**config.mk**
```make
export PLATFORM = sky130hd
export DESIGN_NAME = interval_timer_counter0_flat
export DESIGN_NICKNAME = d
export VERILOG_FILES = /design/src/design/itc_pkg.sv /design/src/design/itc_if.sv /design/src/design/itc_core.sv /design/src/design/interval_timer_counter0.sv /design/src/flat_wrapper.sv
export VERILOG_INCLUDE_DIRS = /design/src /design/src/design
export SDC_FILE = /design/constraint.sdc
export NUM_CORES = 1
export LEC_CHECK = 0
export BUFFER_PORTS_ARGS = -buffer_cell sky130_fd_sc_hd__buf_2
export CAP_MARGIN = 10
export CORE_MARGIN = 2
export CORE_UTILIZATION = 57
export CTS_BUF_LIST = sky130_fd_sc_hd__clkbuf_4 sky130_fd_sc_hd__clkbuf_8
export DETAILED_ROUTE_END_ITERATION = 8
export PLACE_DENSITY = 0.86
export SLEW_MARGIN = 5
export SYNTH_ARGS = -nofsm -noshare
export SYNTH_HDL_FRONTEND = slang
export SYNTH_HIERARCHICAL = 1
export SYNTH_SLANG_ARGS = --single-unit
export TNS_END_PERCENT = 5
```
**constraint.sdc**
```tcl
create_clock -name clock -period 2.6 [get_ports clock]
set_clock_uncertainty 0.05 [all_clocks]
set_input_delay 0.26 -clock clock [delete_from_list [all_inputs] [get_ports clock]]
set_output_delay 0.26 -clock clock [all_outputs]
set_load 0.03 [all_outputs]
```
**src/design/interval_timer_counter0_macros.svh**
```systemverilog
// ----------------------------------------------------------------------------
// interval_timer_counter0 assertion macros
// shared concurrent assertion shorthands, clocked on clock, off in reset
// ----------------------------------------------------------------------------
`ifndef INTERVAL_TIMER_COUNTER0_MACROS_SVH
`define INTERVAL_TIMER_COUNTER0_MACROS_SVH

// same-cycle implication
`define ITC_ASSERT_NOW(label, ante, cons) \
   label: assert property (@(posedge clock) disable iff (reset) (ante) |-> (cons)) \
      else $error("interval timer check failed");

// next-cycle implication
`define ITC_ASSERT_NEXT(label, ante, cons) \
   label: assert property (@(posedge clock) disable iff (reset) (ante) |=> (cons)) \
      else $error("interval timer check failed");

`endif

```
**src/design/itc_pkg.sv**
```systemverilog
// ----------------------------------------------------------------------------
// itc_pkg
// types and constants shared by the interval timer counter 0 files
// ----------------------------------------------------------------------------
`default_nettype none

package itc_pkg;

   localparam int COUNT_BITS_DEF = 16;

   typedef enum logic [1:0] {
      KIND_TICK  = 2'd0,
      KIND_CTRL  = 2'd1,
      KIND_WDATA = 2'd2,
      KIND_RDATA = 2'd3
   } kind_type;

   // control byte field codes
   localparam logic [1:0] SEL_COUNTER0 = 2'd0;
   localparam logic [1:0] ACC_LATCH    = 2'd0;
   localparam logic [1:0] ACC_LOHI     = 2'd3;
   localparam logic [2:0] MODE_RATE    = 3'd2;

   typedef struct packed {
      logic [1:0] kind;
      logic [7:0] data_byte;
   } req_word_type;

   typedef struct packed {
      logic [7:0] read_data;
      logic       out_level;
      logic       out_rise;
   } rsp_word_type;

endpackage

`default_nettype wire

```
**src/design/itc_if.sv**
```systemverilog
// ----------------------------------------------------------------------------
// itc_req_if / itc_rsp_if
// valid/ready channels for request and response words
// ----------------------------------------------------------------------------
`default_nettype none

interface itc_req_if;
   logic       valid;
   logic       ready;
   logic [1:0] kind;
   logic [7:0] data_byte;

   modport source (output valid, output kind, output data_byte, input ready);
   modport sink   (input valid, input kind, input data_byte, output ready);
endinterface

interface itc_rsp_if;
   logic       valid;
   logic       ready;
   logic [7:0] read_data;
   logic       out_level;
   logic       out_rise;

   modport source (output valid, output read_data, output out_level, output out_rise,
                   input ready);
   modport sink   (input valid, input read_data, input out_level, input out_rise,
                   output ready);
endinterface

`default_nettype wire

```
**src/design/itc_core.sv**
```systemverilog
// ----------------------------------------------------------------------------
// itc_core
// counter 0 state and the state update for one request word
// ----------------------------------------------------------------------------
`default_nettype none

module itc_core #(
   parameter int COUNT_BITS = itc_pkg::COUNT_BITS_DEF
) (
   input  wire logic                 clock,
   input  wire logic                 reset,
   input  wire logic                 go,
   input  wire itc_pkg::req_word_type item,
   output itc_pkg::rsp_word_type      result
);
   import itc_pkg::*;
`include "interval_timer_counter0_macros.svh"

   logic [COUNT_BITS-1:0] count_now_ff, count_now_in;
   logic [COUNT_BITS-1:0] reload_value_ff, reload_value_in;
   logic [7:0]            low_byte_hold_ff, low_byte_hold_in;
   logic                  rate_mode_ff, rate_mode_in;
   logic                  write_high_next_ff, write_high_next_in;
   logic                  read_high_next_ff, read_high_next_in;
   logic [COUNT_BITS-1:0] latch_copy_ff, latch_copy_in;
   logic                  latch_held_ff, latch_held_in;
   logic                  armed_ff, armed_in;
   logic                  line_level_ff, line_level_in;

   logic [1:0]            ctl_sel, ctl_acc;
   logic [2:0]            ctl_mode;
   logic [15:0]           loaded_word;
   logic [COUNT_BITS-1:0] count_dec, read_src;
   logic [31:0]           read_wide;
   logic [7:0]            rd_byte;

   assign ctl_sel     = item.data_byte[7:6];
   assign ctl_acc     = item.data_byte[5:4];
   assign ctl_mode    = item.data_byte[3:1];
   assign loaded_word = {item.data_byte, low_byte_hold_ff};
   assign count_dec   = count_now_ff - COUNT_BITS'(1);
   assign read_src    = latch_held_ff ? latch_copy_ff : count_now_ff;
   assign read_wide   = 32'(read_src);

   always_comb begin
      count_now_in       = count_now_ff;
      reload_value_in    = reload_value_ff;
      low_byte_hold_in   = low_byte_hold_ff;
      rate_mode_in       = rate_mode_ff;
      write_high_next_in = write_high_next_ff;
      read_high_next_in  = read_high_next_ff;
      latch_copy_in      = latch_copy_ff;
      latch_held_in      = latch_held_ff;
      armed_in           = armed_ff;
      line_level_in      = line_level_ff;
      rd_byte            = 8'd0;
      case (kind_type'(item.kind))
         KIND_TICK: begin
            if (armed_ff) begin
               if (rate_mode_ff) begin
                  if (count_now_ff == COUNT_BITS'(1)) begin
                     count_now_in  = reload_value_ff;
                     line_level_in = 1'b1;
                  end else begin
                     count_now_in = count_dec;
                     if (count_dec == COUNT_BITS'(1)) line_level_in = 1'b0;
                  end
               end else begin
                  count_now_in = count_dec;
                  if (count_dec == '0) line_level_in = 1'b1;
               end
            end
         end
         KIND_CTRL: begin
            if (ctl_sel == SEL_COUNTER0) begin
               if (ctl_acc == ACC_LATCH) begin
                  if (!latch_held_ff) begin
                     latch_copy_in = count_now_ff;
                     latch_held_in = 1'b1;
                  end
               end else if (ctl_acc == ACC_LOHI) begin
                  rate_mode_in       = (ctl_mode == MODE_RATE);
                  write_high_next_in = 1'b0;
                  read_high_next_in  = 1'b0;
                  latch_held_in      = 1'b0;
                  armed_in           = 1'b0;
                  line_level_in      = (ctl_mode == MODE_RATE);
               end
            end
         end
         KIND_WDATA: begin
            if (!write_high_next_ff) begin
               low_byte_hold_in   = item.data_byte;
               write_high_next_in = 1'b1;
               if (!rate_mode_ff) begin
                  armed_in      = 1'b0;
                  line_level_in = 1'b0;
               end
            end else begin
               reload_value_in    = COUNT_BITS'(loaded_word);
               count_now_in       = COUNT_BITS'(loaded_word);
               write_high_next_in = 1'b0;
               armed_in           = 1'b1;
               if (!rate_mode_ff) line_level_in = 1'b0;
            end
         end
         KIND_RDATA: begin
            if (!read_high_next_ff) begin
               read_high_next_in = 1'b1;
               rd_byte           = read_wide[7:0];
            end else begin
               read_high_next_in = 1'b0;
               latch_held_in     = 1'b0;
               rd_byte           = read_wide[15:8];
            end
         end
         default: begin
            rd_byte = 8'd0;
         end
      endcase
   end

   assign result.read_data = rd_byte;
   assign result.out_level = line_level_in;
   assign result.out_rise  = line_level_in & ~line_level_ff;

   always_ff @(posedge clock) begin
      if (reset) begin
         count_now_ff       <= '0;
         reload_value_ff    <= '0;
         low_byte_hold_ff   <= '0;
         rate_mode_ff       <= 1'b0;
         write_high_next_ff <= 1'b0;
         read_high_next_ff  <= 1'b0;
         latch_copy_ff      <= '0;
         latch_held_ff      <= 1'b0;
         armed_ff           <= 1'b0;
         line_level_ff      <= 1'b1;
      end else if (go) begin
         count_now_ff       <= count_now_in;
         reload_value_ff    <= reload_value_in;
         low_byte_hold_ff   <= low_byte_hold_in;
         rate_mode_ff       <= rate_mode_in;
         write_high_next_ff <= write_high_next_in;
         read_high_next_ff  <= read_high_next_in;
         latch_copy_ff      <= latch_copy_in;
         latch_held_ff      <= latch_held_in;
         armed_ff           <= armed_in;
         line_level_ff      <= line_level_in;
      end
   end

   // reads never move the output line
   `ITC_ASSERT_NOW(a_read_no_rise, go && (item.kind == KIND_RDATA), !result.out_rise)
   // an idle counter ignores ticks
   `ITC_ASSERT_NEXT(a_unarmed_hold, go && (item.kind == KIND_TICK) && !armed_ff,
                    $stable(count_now_ff))
   // one-shot terminal count drives the line high
   `ITC_ASSERT_NEXT(a_oneshot_tc,
                    go && (item.kind == KIND_TICK) && armed_ff && !rate_mode_ff &&
                    (count_now_ff == COUNT_BITS'(1)), line_level_ff)

endmodule

`default_nettype wire

```
**src/design/interval_timer_counter0.sv**
```systemverilog
// ----------------------------------------------------------------------------
// interval_timer_counter0
// counter 0 of an 8254-style interval timer behind valid/ready channels
// ----------------------------------------------------------------------------
// Each request word is a tick, a control byte write, a data write or a data
// read, and each gives exactly one response word with the read byte, the
// output line level and a rising-edge flag for interrupt use. Throughput is
// one word per clock while responses are taken. An accepted request word
// sits in the input register while the counter core does the whole state
// update from it, and the response register captures the result when the
// word advances. A full response register that is not taken stalls the
// input register, which in turn drops req ready. COUNT_BITS sets the
// counter width.
`default_nettype none

module interval_timer_counter0 #(
   parameter int COUNT_BITS = itc_pkg::COUNT_BITS_DEF
) (
   input wire logic clock,
   input wire logic reset,
   itc_req_if.sink   req_chan,
   itc_rsp_if.source rsp_chan
);
   import itc_pkg::*;
`include "interval_timer_counter0_macros.svh"

   // input register
   logic         in_valid_ff, in_valid_in;
   req_word_type in_word_ff;
   // response register
   logic         out_valid_ff, out_valid_in;
   rsp_word_type out_word_ff;
   rsp_word_type core_result;
   // the core consumes the held word when the response slot is free or draining
   logic         advance;
   logic         req_take;

   assign advance  = in_valid_ff && (!out_valid_ff || rsp_chan.ready);
   assign req_take = req_chan.valid && req_chan.ready;

   assign req_chan.ready = !in_valid_ff || advance;

   assign in_valid_in  = req_take || (in_valid_ff && !advance);
   assign out_valid_in = advance || (out_valid_ff && !rsp_chan.ready);

   itc_core #(
      .COUNT_BITS (COUNT_BITS)
   ) u_core (
      .clock  (clock),
      .reset  (reset),
      .go     (advance),
      .item   (in_word_ff),
      .result (core_result)
   );

   // control flags
   always_ff @(posedge clock) begin
      if (reset) begin
         in_valid_ff  <= 1'b0;
         out_valid_ff <= 1'b0;
      end else begin
         in_valid_ff  <= in_valid_in;
         out_valid_ff <= out_valid_in;
      end
   end

   // payload, no reset
   always_ff @(posedge clock) begin
      if (req_take) begin
         in_word_ff.kind      <= req_chan.kind;
         in_word_ff.data_byte <= req_chan.data_byte;
      end
      if (advance) out_word_ff <= core_result;
   end

   assign rsp_chan.valid     = out_valid_ff;
   assign rsp_chan.read_data = out_word_ff.read_data;
   assign rsp_chan.out_level = out_word_ff.out_level;
   assign rsp_chan.out_rise  = out_word_ff.out_rise;

   // a held word that cannot advance stays held
   `ITC_ASSERT_NEXT(a_in_kept, in_valid_ff && !advance, in_valid_ff)
   // a new response comes only from a core update
   `ITC_ASSERT_NOW(a_rsp_source, $rose(out_valid_ff), $past(advance))
   // a stalled response blocks the core
   `ITC_ASSERT_NOW(a_no_overrun, out_valid_ff && !rsp_chan.ready, !advance)

endmodule

`default_nettype wire
```
**src/flat_wrapper.sv**
```systemverilog
// flat-port wrapper written by rule: the top's interface ports become plain ports
module interval_timer_counter0_flat import itc_pkg::*;
#(
   parameter int COUNT_BITS = itc_pkg::COUNT_BITS_DEF
)
  (clock, reset, req_chan_valid, req_chan_kind, req_chan_data_byte, req_chan_ready, rsp_chan_valid, rsp_chan_read_data, rsp_chan_out_level, rsp_chan_out_rise, rsp_chan_ready);
  itc_req_if req_chan_i ();
  itc_rsp_if rsp_chan_i ();
  input wire logic clock;
  input wire logic reset;
  input wire logic [$bits(req_chan_i.valid)-1:0] req_chan_valid;
  input wire logic [$bits(req_chan_i.kind)-1:0] req_chan_kind;
  input wire logic [$bits(req_chan_i.data_byte)-1:0] req_chan_data_byte;
  output wire logic [$bits(req_chan_i.ready)-1:0] req_chan_ready;
  output wire logic [$bits(rsp_chan_i.valid)-1:0] rsp_chan_valid;
  output wire logic [$bits(rsp_chan_i.read_data)-1:0] rsp_chan_read_data;
  output wire logic [$bits(rsp_chan_i.out_level)-1:0] rsp_chan_out_level;
  output wire logic [$bits(rsp_chan_i.out_rise)-1:0] rsp_chan_out_rise;
  input wire logic [$bits(rsp_chan_i.ready)-1:0] rsp_chan_ready;
  assign req_chan_i.valid = req_chan_valid;
  assign req_chan_i.kind = req_chan_kind;
  assign req_chan_i.data_byte = req_chan_data_byte;
  assign req_chan_ready = req_chan_i.ready;
  assign rsp_chan_valid = rsp_chan_i.valid;
  assign rsp_chan_read_data = rsp_chan_i.read_data;
  assign rsp_chan_out_level = rsp_chan_i.out_level;
  assign rsp_chan_out_rise = rsp_chan_i.out_rise;
  assign rsp_chan_i.ready = rsp_chan_ready;
  interval_timer_counter0 #(.COUNT_BITS(COUNT_BITS)) u_core (.clock(clock), .reset(reset), .req_chan(req_chan_i), .rsp_chan(rsp_chan_i));
endmodule
```
==> results.txt, run 1 <==
On the critical path the largest part of the delay comes from simple AND/OR/NAND/NOR gates. The tools report the starting DRC count in detailed routing as 271. The first-pass GRT wire length is 17000 um. Counting flops with an async set or reset pin after synthesis yields a share of 0%.

The maximum fanout encountered on the critical timing path works out to 5. In this run the clock root is driven by a sky130_fd_sc_hd__clkbuf_8. The critical path is of the reg -> reg type. Summing the areas of all compound-gate instances in the mapped netlist gives 14.1% of the synthesized area.

Width of the die: 90.9 um. The finished cells cover 0.00493 mm2. The die span in y is 90.9 um, and the peak supply drop is 0.390 mV.

The worst setup slack for register-to-register paths was 0.09 ns. The final cycle utilization of the critical path works out to 96.6%. After clock tree synthesis, the clock-pin slew on the worst setup and hold paths is 0.09 ns. The logs give 59.1% for the starting density of the core and 62 for the number of library cell types mapped by synthesis. Among all flip-flop cells after synthesis, the most frequent one is sky130_fd_sc_hd__dfxtp_1. The tightest min-delay check is of the in -> reg type. Once routing completed, OpenROAD measured the worst setup slack at 0.0874 ns.

Setup violations remaining at the end of the flow were counted as 0. Subtracting the final worst setup slack from the clock period gives 2.51 ns. Of the cells placed in the final design, the portion with a size suffix greater than 1 is 20.6%. For this run, design rule violations remaining after detail routing come to 0. The library cell used most frequently in the layout, excluding fill and tap cells, is sky130_fd_sc_hd__nand2_1.

After Yosys synthesis, and, or, nand and nor cells account for 23.5% of the synthesized area. The initial antenna violation count was 0; the number of enable flip-flop cells after synthesis was 20. Across every metal layer, demand over resource in global routing totals 25.7%. Measured on the finished design, the core utilization comes to 67.6%. After synthesis, the largest family of logic cells by area is simple AND/OR/NAND/NOR gates.

The portion of synthesized area spent on multiplexers is 9.61%. The flow ran to the end, and the final reports show no timing, DRC or antenna violations. The post-layout total power was 0.00253 W; the first-pass iteration count of the detailed router was 5. The final-report hold violation count was 0. Type of destination of the critical path: a register.

For this block, the routed nets add up to 10500 um of wire. The count of buffering cells on the critical path with inverters included works out to 1. In this design, the critical path's most frequently occurring cell is sky130_fd_sc_hd__a21oi_2. The run gives 31 as the pin count of the biggest net entering global routing.

The cell area that synthesis handed to floorplanning was 0.00431 mm2. The logs give 26 for the top-level I/O count and 0.00458 mm2 for the cell area after placement. Before CTS, the worst setup slack after placement is 0.0428 ns.

The floorplan step defined a die boundary enclosing 0.00827 mm2. For this block, the via count after detailed routing is 3746. For the net count of the mapped netlist, the log shows 497.

Post-synthesis share of cell area spent on full adders, half adders and majority gates: 1.74%. The count of nets left with antenna violations once routing finished came out at 0. The routed via count divided by cell count was 6.10; the number of buffers inserted during clock tree synthesis was 9. The sum of negative setup slack is 0 ns, and the H-tree depth is 3. STA puts the critical path data required time at 2.66 ns. The number of global-route vias before repair is 3432. The slowest stage of the critical path is the sky130_fd_sc_hd__or4b_2 cell. The largest incremental delay on the critical path is 0.70 ns, and the transition at the pin with the smallest max-transition slack is 0.742 ns.

The XOR/XNOR share of the synthesized area was 2.03%; the power per unit of standard cell area was 514 mW/mm2. Headroom to the max-slew limit came out at 50.4%. The logs give 7310 um for the post-detailed-placement half-perimeter wirelength and 398 MHz for the maximum clock rate. Max-cap violations in this run came to 0. The logs give 1.93 nW for the total leakage power and 84 for the total clock sinks. The net count of the finished layout is 530. The area overhead of the layout relative to synthesis came out at 14.5%.

The initialized floorplan defines 31 standard-cell rows. The Yosys step of the flow raised 6 warnings. For the antenna cell count, the log shows 0. Global routing finished with a remaining overflow of 0. The top cell types in the final layout, fill and taps aside, are 64 x sky130_fd_sc_hd__nand2_1, 63 x sky130_fd_sc_hd__dfxtp_1, 59 x sky130_fd_sc_hd__nor2_1.

The core box area was 0.00729 mm2; the number of storage elements in the synthesis netlist was 84. The number of buffer cells added on primary ports is 25, and the final number of max-transition violations is 0. The nature of the critical path startpoint is a register.

The mean instance size in the synthesized netlist works out to 9.03 um2. The congestion estimate from routability-driven global placement came to 0.965. TritonCTS built the clock tree.

The tools report the count of mapped cells out of synthesis as 477. The signal on the critical path passes through inv_1, ha_1, or4b_2, a21oi_2, a21o_1, nand4_1, a21oi_2, a21oi_1. The share of the Yosys chip area taken by registers is 43.7%. In this run the deepest clock path goes through 2 buffers. In the final routed layout, each cell accounts on average for 17.0 um.

Clock latency on the worst-skew pair, taken at its later pin, is 0.37 ns. Data on the critical path arrives at its endpoint at 2.58 ns.
## registers in the layout (all words and copies together), names as in the netlist
signal / flops
u_core/u_core/write_high_next_ff: 1
u_core/u_core/read_high_next_ff: 1
u_core/rsp_chan.out_level: 1
u_core/u_core/count_now_ff: 16
u_core/rsp_chan.out_rise: 1
u_core/rsp_chan.valid: 1
u_core/u_core/reload_value_ff: 16
u_core/u_core/rate_mode_ff: 1
u_core/u_core/armed_ff: 1
u_core/u_core/line_level_ff: 1
u_core/rsp_chan.read_data: 8
u_core/u_core/latch_copy_ff: 16
u_core/in_word_ff: 10
u_core/u_core/latch_held_ff: 1
u_core/in_valid_ff: 1
u_core/u_core/low_byte_hold_ff: 8
## timing repair
| action | 4_1_cts | 5_1_grt |
|---|---|---|
| endpoints found under the setup margin | 0 | 3 |
| endpoints found under the hold margin | 8 | 0 |
| setup buffers | 0 | 4 |
| hold buffers | 8 | 0 |
| resized for setup | 0 | 7 |
## per-stage QoR
| step | std cells | hold WS [ns] |
|---|---|---|
| 6_report | 614 | 0.0130 |
| 4_1_cts | 610 | 0.00761 |
| 2_1_floorplan | 477 | 0.272 |
| 5_1_grt | 614 | 0.00743 |
| 3_5_place_dp | 586 | 0.388 |
| 3_3_place_gp | 586 | 0.387 |
## where the power goes
group	internal, W	leakage (nW)	switching [W]	total (W)
logic	0.0000761	1.12	0.000113	0.000190
clock network	0.000464	0.0980	0.000496	0.000960
registers	0.00136	0.710	0.0000258	0.00138
total	0.00190	1.93	0.000636	0.00253
## final timing paths
| check | from | to | cells after the start |
|---|---|---|---|
| setup / recovery | u_core/in_word_ff[5]$_DFFE_PP_ | u_core/rsp_chan.out_level$_DFFE_PP_ | 8 |
| setup reg to reg | u_core/in_word_ff[5]$_DFFE_PP_ | u_core/rsp_chan.out_level$_DFFE_PP_ | 8 |
| hold / removal | req_chan_kind[1] | u_core/in_word_ff[9]$_DFFE_PP_ | 1 |
| hold reg to reg | u_core/u_core/reload_value_ff[4]$_SDFFE_PP0P_ | u_core/u_core/reload_value_ff[4]$_SDFFE_PP0P_ | 2 |
## layer usage
metal	vias up	track usage, %	wire length (um)	share of wire, %
li1	1764	-	-	-
met1	1751	34.3	4370	42
met2	200	41.2	5070	48
met3	31	3.90	754	7.2
met4	0	11.7	269	2.6
met5	-	0	0	0
## cell type report
cell class	instances	area, um2
flip-flops and latches	84	1880
well taps	99	124
inverters	11	41.3
clock buffers	10	131
multi-input cells	339	2230
clock inverters	6	73.8
repair buffers	65	445
fillers	585	2360
## cell usage after synthesis (3+ instances only)
library cell	n	area share, %
sky130_fd_sc_hd__or2_2	3	0.44
sky130_fd_sc_hd__ha_1	6	1.7
sky130_fd_sc_hd__nand2_1	64	5.6
sky130_fd_sc_hd__a21oi_1	34	3.9
sky130_fd_sc_hd__o21ai_0	8	0.93
sky130_fd_sc_hd__a311oi_1	14	2.8
sky130_fd_sc_hd__nor4_1	8	1.2
sky130_fd_sc_hd__buf_2	7	0.81
sky130_fd_sc_hd__clkbuf_1	32	2.8
sky130_fd_sc_hd__or4_1	3	0.52
sky130_fd_sc_hd__mux4_2	7	3.7
sky130_fd_sc_hd__a21o_1	3	0.52
sky130_fd_sc_hd__dfxtp_1	64	30
sky130_fd_sc_hd__mux2i_1	23	5.3
sky130_fd_sc_hd__o211ai_1	9	1.6
sky130_fd_sc_hd__nand4_1	4	0.58
sky130_fd_sc_hd__edfxtp_1	20	14
sky130_fd_sc_hd__nand2b_1	4	0.58
sky130_fd_sc_hd__or3_1	3	0.44
sky130_fd_sc_hd__nor2b_1	11	1.6
sky130_fd_sc_hd__nor3_1	19	2.2
sky130_fd_sc_hd__inv_1	11	0.96
sky130_fd_sc_hd__a211oi_1	5	0.87
sky130_fd_sc_hd__xnor2_1	6	1.2
sky130_fd_sc_hd__nor2_1	59	5.1
sky130_fd_sc_hd__xor2_1	4	0.81
## kinds of logic after synthesis
family          after synthesis
simple gates                202
compound gates               90
flops                        84
buf+inv                      54
mux                          31
xor+xnor                     10
fa+ha+maj                     6
## worst register-to-register path, stage by stage (launching register included)
cell,delay [ns]
sky130_fd_sc_hd__edfxtp_1,0.44
sky130_fd_sc_hd__inv_1,0.08
sky130_fd_sc_hd__ha_1,0.21
sky130_fd_sc_hd__or4b_2,0.70
sky130_fd_sc_hd__a21oi_2,0.22
sky130_fd_sc_hd__a21o_1,0.15
sky130_fd_sc_hd__nand4_1,0.13
sky130_fd_sc_hd__a21oi_2,0.20
sky130_fd_sc_hd__a21oi_1,0.09
Note: power is estimated with default switching activity, not from simulation.
==> run 2, diff against run 1 <==
==> constraint.sdc (replaced) <==
create_clock -name clock -period 2.1 [get_ports clock]
set_clock_uncertainty 0.05 [all_clocks]
set_input_delay 0.21 -clock clock [delete_from_list [all_inputs] [get_ports clock]]
set_output_delay 0.21 -clock clock [all_outputs]
set_load 0.03 [all_outputs]
==> results.txt, run 2 (synthesis results as in run 1) <==
The initial antenna violation count was 0; the final estimated routing congestion in global placement was 0.993. The first-pass iteration count of the detailed router was 5; the peak supply drop was 0.566 mV. The power per unit of standard cell area is 590 mW/mm2, and the starting DRC count in detailed routing is 550. The logs give 59.1% for the starting density of the core and 30.9% for the overall global routing resource usage. The routed via count divided by cell count is 6.33, and the shortest period the worst path allows is 2.35 ns. The detailed-route wire length per cell was 18.9 um. The tools report the endpoint arrival time on the critical path as 2.41 ns.

The clock-pin slew on the worst setup and hold paths is 0.08 ns. The top-level I/O count was 26. The worst setup path is launched from a register.

The analysis attributes to net switching a power of 0.000737 W. The run gives 17 as the total setup violations reported at the end of the flow. First-pass GRT wire length: 20300 um. The library cells used most frequently in the layout, excluding fill and tap cells, are 69 x sky130_fd_sc_hd__buf_4, 64 x sky130_fd_sc_hd__nand2_1, 60 x sky130_fd_sc_hd__dfxtp_1. Wires add up to 12400 um. The worst path uses 112% of the clock period. Total overflow reported by the global router: 0.

The post-detailed-placement half-perimeter wirelength was 7880 um. The final worst hold slack was 0.0524 ns; the later-pin clock latency in the skew report was 0.36 ns. The post-layout total power is 0.00328 W, and the fraction of final layout cells with drive strength greater than 1 is 32.1%. Max-cap violations in this run came to 0.

The tools report the final number of max-transition violations as 0. The slowest stage cell on the critical path is sky130_fd_sc_hd__or4_4. The critical path goes through or4_4, buf_12, nor3_4, a211oi_2, buf_4, nor4_4, nand2b_4, a21oi_1. The flow ran to the end, but the final reports show violations. In the final layout, the multi-input gates occupy 0.00247 mm2. Leaving out fill and tap cells, the most frequent cell in the layout is sky130_fd_sc_hd__buf_4. Antenna cell count: 0. The internal power is 0.00254 W.

The longest clock path from root to sink contains 2 buffers. Counting the buffers created by CTS gives 9. Per report_power, the combinational group accounts for 8.7% of the total. In this run the horizontal extent of the chip is 90.9 um. Setup repair after global routing could not meet its margin everywhere. The die span in y is 90.9 um, and the final-report hold violation count is 0.

After floorplanning, the core was divided into 31 placement rows. For this run, the post-layout net count is 573. Number of global-route vias before repair: 4084. Input and output buffers added on the ports amount to 25. In this run the standard cell core region covers 0.00729 mm2. The final reports fail on setup timing. The tree built by TritonCTS fans out to 84 sinks.

The H-tree generated during clock tree synthesis spans 3 levels. The largest registers in the layout are u_core/u_core/count_now_ff x16, u_core/u_core/latch_copy_ff x16, u_core/u_core/reload_value_ff x16. TritonCTS built the clock tree. The tools report the clock tree root buffer cell as sky130_fd_sc_hd__clkbuf_8. For the sequential power share, the log shows 52.2%. Critical setup path kind: reg -> reg. For the pin with the worst max-slew slack, the measured transition is 0.816 ns. The smallest setup slack after layout is -0.252 ns. Of the total power, the share spent switching nets is 22.5%.

Once detail routing completed, the nets flagged for antenna violations numbered 0. The maximum clock rate is 425 MHz. For the overall via count from detail_route, the log shows 4153.

The worst hold path class was in -> reg. The logs give 0.00827 mm2 for the area enclosed by the die boundary and 45.6% for the relative slew slack. The clock network is responsible for 39.0% of the overall power. Summing all flip-flop and latch instances after layout gives 0.00189 mm2. The total leakage power is 2.22 nW. The number of fill cells in the layout came out at 444. In this run the cell area measured after placement is 0.00496 mm2.

The tools report the pin count of the biggest net entering global routing as 42. Summing all non-filler instances in the final layout gives an area of 0.00556 mm2. The type of destination of the critical path is a register. In this design, the stage delay of the slowest critical-path cell is 0.64 ns. Data on the critical path is required at its endpoint by 2.16 ns. The area overhead of the layout relative to synthesis is 29.0%, and the residual DRC count is 0.

Along the worst path, the maximum fanout reaches 7.
-- run 2: cell count changes in the layout (fill, tap and decap cells not counted), moves of 4 or more --
cell,previous run,this run
sky130_fd_sc_hd__buf_4,32,69
sky130_fd_sc_hd__nor4_4,0,4
sky130_fd_sc_hd__nor3_2,3,8
sky130_fd_sc_hd__nor3_1,18,10
-- run 2: final cells by class --
class                           count  area share [%]
Clock buffer                       13            2.88
Clock inverter                      2            1.08
Inverter                           11           0.743
Multi-Input combinational cell    339            44.5
Sequential cell                    84            33.9
Tap cell                           99            2.23
Timing Repair Buffer              108            14.7
-- run 2: power groups by stage --
stage	sequential, W	combinational, W	clock, W
after floorplan	0.00175	0.000143	0
after global placement	0.00174	0.000233	0
after detailed placement	0.00175	0.000242	0
after CTS	0.00171	0.000264	0.00129
after global routing	0.00172	0.000306	0.00136
final	0.00171	0.000287	0.00128
-- run 2: stage by stage --
step	setup TNS [ns]	utilization (%)	cells	setup slack (ns)
6_report	-1.32	76.2	656	-0.252
5_1_grt	-2.67	76.2	656	-0.270
4_1_cts	-1.53	74.3	653	-0.157
3_5_place_dp	-2.25	68.0	626	-0.185
3_3_place_gp	-0.627	68.0	626	-0.109
2_1_floorplan	-1.64	-	477	-0.247
-- run 2: repair_timing --
action                                  CTS  global route
endpoints found under the setup margin   19            21
buffers inserted                          2             3
gates resized for setup                  25            21
pin swaps                                14            11
hold buffers                             10             0
hold endpoints to repair                 10             0
-- run 2: worst paths after layout --
kind	from	cells after the start	slack, ns	to
worst max register to register	u_core/u_core/count_now_ff[2]$_SDFFE_PP0P_	8	-0.25	u_core/rsp_chan.out_level$_DFFE_PP_
worst max-delay path	u_core/u_core/count_now_ff[2]$_SDFFE_PP0P_	8	-0.25	u_core/rsp_chan.out_level$_DFFE_PP_
worst min-delay path	req_chan_valid	3	0.05	u_core/in_valid_ff$_SDFF_PP0_
worst min register to register	u_core/u_core/reload_value_ff[9]$_SDFFE_PP0P_	2	0.41	u_core/u_core/reload_value_ff[9]$_SDFFE_PP0P_
-- run 2: routing by layer --
layer,global-route usage (%),wire [um]
met5,0,0
met4,14.9,587
met3,5.73,1040
met2,51.7,6150
met1,38.4,4650
-- run 2: critical path, delay by kind of cell, from the launching register on --
kind,cells,cell delay (ns)
AOI/OAI and AO/OA,2,0.17
and+or+nand+nor,4,1.21
buffers and inverters,2,0.35
DFF,1,0.33
